File: src/vgc_pkg.sv
// Shared types, widths and codes for the voxel grid carve block.
`timescale 1ns / 1ps

package vgc_pkg;

  localparam int unsigned AxisMaxDefault = 32;

  // Carve arithmetic, all in units of 1/512
  localparam int unsigned SW    = 25;   // doubled start point
  localparam int unsigned DW    = 26;   // segment vector
  localparam int unsigned VW    = 26;   // centre minus start
  localparam int unsigned PW    = 52;   // single products and |d|^2, |v|^2
  localparam int unsigned TW    = 54;   // dot product, signed
  localparam int unsigned HW    = 26;   // limb of a 52-bit operand
  localparam int unsigned WW    = 104;  // full wide products
  localparam int unsigned XW    = 105;  // r^2|d|^2 + t^2
  localparam int unsigned RW    = 24;   // doubled radius
  localparam int unsigned R2W   = 48;   // radius squared
  localparam int unsigned R2HW  = 24;   // limb of radius squared
  localparam int unsigned VsW   = 16;   // voxel size register
  localparam int unsigned PipeDepth = 6;

  typedef enum logic [1:0] {
    CMD_READ  = 2'd0,
    CMD_WRITE = 2'd1,
    CMD_CARVE = 2'd2,
    CMD_NOP   = 2'd3
  } cmd_e;

  typedef enum logic [1:0] {
    REG_GRID_WIDTH  = 2'd0,
    REG_GRID_HEIGHT = 2'd1,
    REG_GRID_DEPTH  = 2'd2,
    REG_VOXEL_SIZE  = 2'd3
  } reg_e;

  typedef enum logic [3:0] {
    ST_CLEAR,
    ST_IDLE,
    ST_ACCESS,
    ST_SETUP1,
    ST_SETUP2,
    ST_SETUP3,
    ST_SETUP4,
    ST_SWEEP,
    ST_DRAIN,
    ST_DONE
  } state_e;

  typedef struct packed {
    logic [1:0]         command;
    logic [7:0]         pos_x;
    logic [7:0]         pos_y;
    logic [7:0]         pos_z;
    logic               write_value;
    logic signed [23:0] start_x;
    logic signed [23:0] start_y;
    logic signed [23:0] start_z;
    logic signed [23:0] end_x;
    logic signed [23:0] end_y;
    logic signed [23:0] end_z;
    logic [22:0]        radius;
  } in_t;

  typedef struct packed {
    logic voxel_value;
    logic accepted;
  } out_t;

  typedef struct packed {
    logic clr_en;
    logic load;
    logic access;
    logic setup1;
    logic setup2;
    logic setup3;
    logic setup4;
    logic sweep_step;
    logic out_load;
  } ctrl_cmd_t;

  typedef struct packed {
    cmd_e cmd;
    logic in_grid;
    logic seg_nonzero;
    logic grid_empty;
    logic sweep_last;
    logic clr_last;
  } dp_status_t;

endpackage

File: src/vgc_ctrl.sv
// Sequencer for clearing, voxel access and the carve sweep.
`timescale 1ns / 1ps

module vgc_ctrl (
  input  logic                clk_i,
  input  logic                rst_ni,
  input  logic                in_valid_i,
  output logic                in_ready_o,
  output logic                out_valid_o,
  input  logic                out_ready_i,
  input  vgc_pkg::dp_status_t status_i,
  output vgc_pkg::ctrl_cmd_t  cmd_o
);
  import vgc_pkg::*;

  localparam int unsigned DrW = $clog2(PipeDepth);

  state_e         state_q, state_d;
  logic [DrW-1:0] drain_q, drain_d;
  logic           out_valid_q, out_valid_d;

  always_ff @(posedge clk_i or negedge rst_ni) begin
    if (!rst_ni) begin
      state_q     <= ST_CLEAR;
      drain_q     <= '0;
      out_valid_q <= 1'b0;
    end else begin
      state_q     <= state_d;
      drain_q     <= drain_d;
      out_valid_q <= out_valid_d;
    end
  end

  always_comb begin
    state_d    = state_q;
    drain_d    = drain_q;
    cmd_o      = '0;
    in_ready_o = 1'b0;
    case (state_q)
      ST_CLEAR: begin
        cmd_o.clr_en = 1'b1;
        if (status_i.clr_last) state_d = ST_IDLE;
      end
      ST_IDLE: begin
        in_ready_o = 1'b1;
        if (in_valid_i) begin
          cmd_o.load = 1'b1;
          state_d    = ST_ACCESS;
        end
      end
      ST_ACCESS: begin
        cmd_o.access = 1'b1;
        if (status_i.cmd == CMD_CARVE && status_i.seg_nonzero) state_d = ST_SETUP1;
        else state_d = ST_DONE;
      end
      ST_SETUP1: begin
        cmd_o.setup1 = 1'b1;
        state_d      = ST_SETUP2;
      end
      ST_SETUP2: begin
        cmd_o.setup2 = 1'b1;
        state_d      = ST_SETUP3;
      end
      ST_SETUP3: begin
        cmd_o.setup3 = 1'b1;
        state_d      = ST_SETUP4;
      end
      ST_SETUP4: begin
        cmd_o.setup4 = 1'b1;
        state_d      = status_i.grid_empty ? ST_DONE : ST_SWEEP;
      end
      ST_SWEEP: begin
        cmd_o.sweep_step = 1'b1;
        if (status_i.sweep_last) begin
          drain_d = '0;
          state_d = ST_DRAIN;
        end
      end
      ST_DRAIN: begin
        // let the last voxels leave the test pipeline before answering
        drain_d = drain_q + DrW'(1);
        if (drain_q == DrW'(PipeDepth - 1)) state_d = ST_DONE;
      end
      ST_DONE: begin
        if (!out_valid_q || out_ready_i) begin
          cmd_o.out_load = 1'b1;
          state_d        = ST_IDLE;
        end
      end
      default: state_d = ST_CLEAR;
    endcase
  end

  always_comb begin
    out_valid_d = out_valid_q;
    if (cmd_o.out_load) out_valid_d = 1'b1;
    else if (out_ready_i) out_valid_d = 1'b0;
  end

  assign out_valid_o = out_valid_q;

endmodule

File: config.mk
export PLATFORM = sky130hd
export DESIGN_NAME = vgc_ctrl
export DESIGN_NICKNAME = d
export VERILOG_FILES = /design/src/vgc_pkg.sv /design/src/vgc_ctrl.sv
export SDC_FILE = /design/constraint.sdc
export NUM_CORES = 1
export LEC_CHECK = 0
export BUFFER_PORTS_ARGS = -buffer_cell sky130_fd_sc_hd__buf_2
export CAP_MARGIN = 20
export CORE_AREA = 8 8 45 47
export CTS_CLUSTER_SIZE = 30
export DETAILED_ROUTE_END_ITERATION = 8
export DIE_AREA = 0 0 53 55
export PLACE_DENSITY = 0.76
export SLEW_MARGIN = 20
export SYNTH_ARGS = -nofsm -noshare
export SYNTH_HDL_FRONTEND = slang
export SYNTH_SLANG_ARGS = --single-unit
export TNS_END_PERCENT = 30
File: constraint.sdc
create_clock -name clk_i -period 2.3 [get_ports clk_i]
set_input_delay 0.46 -clock clk_i [delete_from_list [all_inputs] [get_ports clk_i]]
set_output_delay 0.46 -clock clk_i [all_outputs]
set_load 0.02 [all_outputs]
==> metrics.txt <==
status=finished, final reports clean; unrepaired setup endpoints after global routing=false; most common library cell in the layout ignoring fill and taps=buf_2; Routed WL=~1.5 mm; most frequent cells in the layout=buf_2, dfrtp_1, nand2_1, o21ai_0; Num CTS Buffers=3; Min Clock Period, post-route=2.00 ns; final max-slew violation count=0; drt drc=0; Hold Crit Class=in2async; Syn Std Cell Area=632 sq um; count of cell types in the netlist=34; Post-synth ARST share=1.00; Die H=55 um; critical path data arrival time=around 1.5 ns; PD cells=1220 nW/um^2; Clk Latency, worst-skew pair=0.25 ns; Critical Path RT=about 1.8 ns; Net Sw Power=~0.44 mW; largest net degree at the start of global routing=17; total gr overflow=0; H-tree depth=1; Detailed Route Iter0 Violations=19; CTS root buffer=clkbuf_4; syn_nets=83; share of cells above drive strength 1=0.375; switching part of the total=0.483; core area=1380 sq um; Slew HR=0.675; number of setup violations in the final report=0; dominant synthesized flop cell=dfrtp_1; Pint=0.465 mW; Worst-path clk slew=approximately 0.050 ns; crit share post-route=0.871; RD Place Congestion=0.750; Gate power share=0.508; Final Cell Area=736 sq um; count of final hold-check violations=0; setup TNS=0 ns; per-cell routed wire length=14.7 um; Area after DPL=713 sq um; IO buf count=20; Clock power frac=0.119; Peak VDD IR=0.434 mV; reg2reg start=state_q[2]$_DFFE_PN0P_; CTS sink count=8; post-synthesis register bit count=8; CTS resizes=0; Worst setup EP type=output pin; Area growth syn-to-layout=16.4%; CTS tree=built; row count=14; Reg area=200 sq um; vias per inst=roughly 5.8; number of synthesized flops with an enable pin=0; ant diodes=0; flop2flop setup slack=0.61 ns; Pre-antenna DRT Iters=4; Clock Skews=0.00172 ns; Max Freq=499 MHz; kind of critical path=reg2out; Detail Route Antenna Nets=0; Syn Area/Cell=9.03 sq um; initial antenna violation count=0; Clock Tree Buf Depth=2; DR vias=between 500 and 600; Die ar.=2920 sq um; Worst Path Max Fanout=15; Final nets=103; Multi-input gate area=382 sq um; sequential cell fraction of total power=0.373; P_leak=around 0.36 nW; I/O pin cnt=22; Final HPWL DP=1.14 mm; reg2reg end=state_q[1]$_DFFE_PN0P_; GRT Overall Usage=0.111; total setup buffers inserted after CTS=0; Reg2Reg Depth=4; Starting Density=0.457; hold_buf cts=0; Die Wd=53 um; startpoint types=flop; Tightest Pin Transition=0.488 ns; global-route wire length before repair=2.36 mm; Max Cap Viol=0; Fillers=133; post-synthesis sequential area ratio=0.317; Yosys warnings=0; total power=roughly 0.9 mW; vias in the first global route=584; Post-Synthesis Cells=70
==> layer usage <==
metal	vias to the layer above	wire, um	GRT usage
li1	289	-	-
met1	287	610	0.117
met2	21	786	0.189
met3	2	102	0.0241
met4	0	27	0.0819
met5	-	0	0
==> final cells by class <==
| cell class | instances | area share |
|---|---|---|
| Clock buffer | 3 | 0.0306 |
| Tap cell | 16 | 0.0272 |
| Inverter | 3 | 0.0153 |
| Multi-Input combinational cell | 54 | 0.519 |
| Timing Repair Buffer | 20 | 0.136 |
| Sequential cell | 8 | 0.272 |
==> registers in the layout, indices dropped and copies added (netlist names) <==
name	flops
drain_q	3
out_valid_o	1
state_q	4
==> worst max-delay path by stage <==
stage | start | end | slack, ns | cells past startpoint
after floorplan | state_q[1]$_DFFE_PN0P_ | cmd_o[7] | 0.53 | 2
after global placement | state_q[2]$_DFFE_PN0P_ | cmd_o[4] | 0.58 | 3
after detailed placement | state_q[2]$_DFFE_PN0P_ | cmd_o[4] | 0.57 | 3
after CTS | state_q[2]$_DFFE_PN0P_ | cmd_o[4] | 0.29 | 3
after global routing | state_q[2]$_DFFE_PN0P_ | cmd_o[4] | 0.17 | 3
final | state_q[2]$_DFFE_PN0P_ | cmd_o[4] | 0.30 | 3
==> through the flow <==
stage | instances | setup slack [ns] | util | hold slack (ns)
after floorplan | 70 | 0.532 | - | 0.164
after global placement | 101 | 0.579 | 0.515 | 0.304
after detailed placement | 101 | 0.566 | 0.515 | 0.310
after CTS | 104 | 0.292 | 0.532 | 0.0406
after global routing | 104 | 0.174 | 0.532 | 0.0396
final | 104 | 0.296 | 0.532 | 0.0376
==> power by group through the flow <==
stage / Sequential (mW) / Clock (mW) / Combinational (mW)
floorplan: 0.258 / 0 / 0.430
global placement: 0.330 / 0 / 0.439
detailed placement: 0.338 / 0 / 0.457
CTS: 0.335 / 0.108 / 0.460
global route: 0.357 / 0.115 / 0.507
finish: 0.335 / 0.107 / 0.458
==> worst max-delay path: stages, from the launching register on <==
cell and delay (ns):
dfrtp_1 0.63, or2b_4 0.35, nor3_1 0.12, buf_2 0.19
==> synth_stat cells, types with 2 or more instances <==
master    number  area share
a21oi_1        3       0.024
and2b_1        2       0.024
buf_4          3       0.036
dfrtp_1        8        0.32
ha_1           2       0.040
inv_1          3       0.018
nand2_1        6       0.036
nand2b_1       2       0.020
nor2_1         4       0.024
nor2b_1        2       0.020
nor3_1         4       0.032
nor4b_2        2       0.048
o21ai_0        5       0.040
o21ai_1        4       0.032
==> kinds of logic (layout without fill, tap and decap cells) <==
logic type               Yosys count  in the layout  synth area share
adder cells (fa/ha/maj)            2              2            0.0396
AO/OA/AOI/OAI                     16             16             0.158
multiplexers                       2              2            0.0337
AND/OR/NAND/NOR                   34             34             0.372
flip-flops                         8              8             0.317
buffers and inverters              8             26            0.0792
Note: power is estimated with default switching activity, not from simulation.
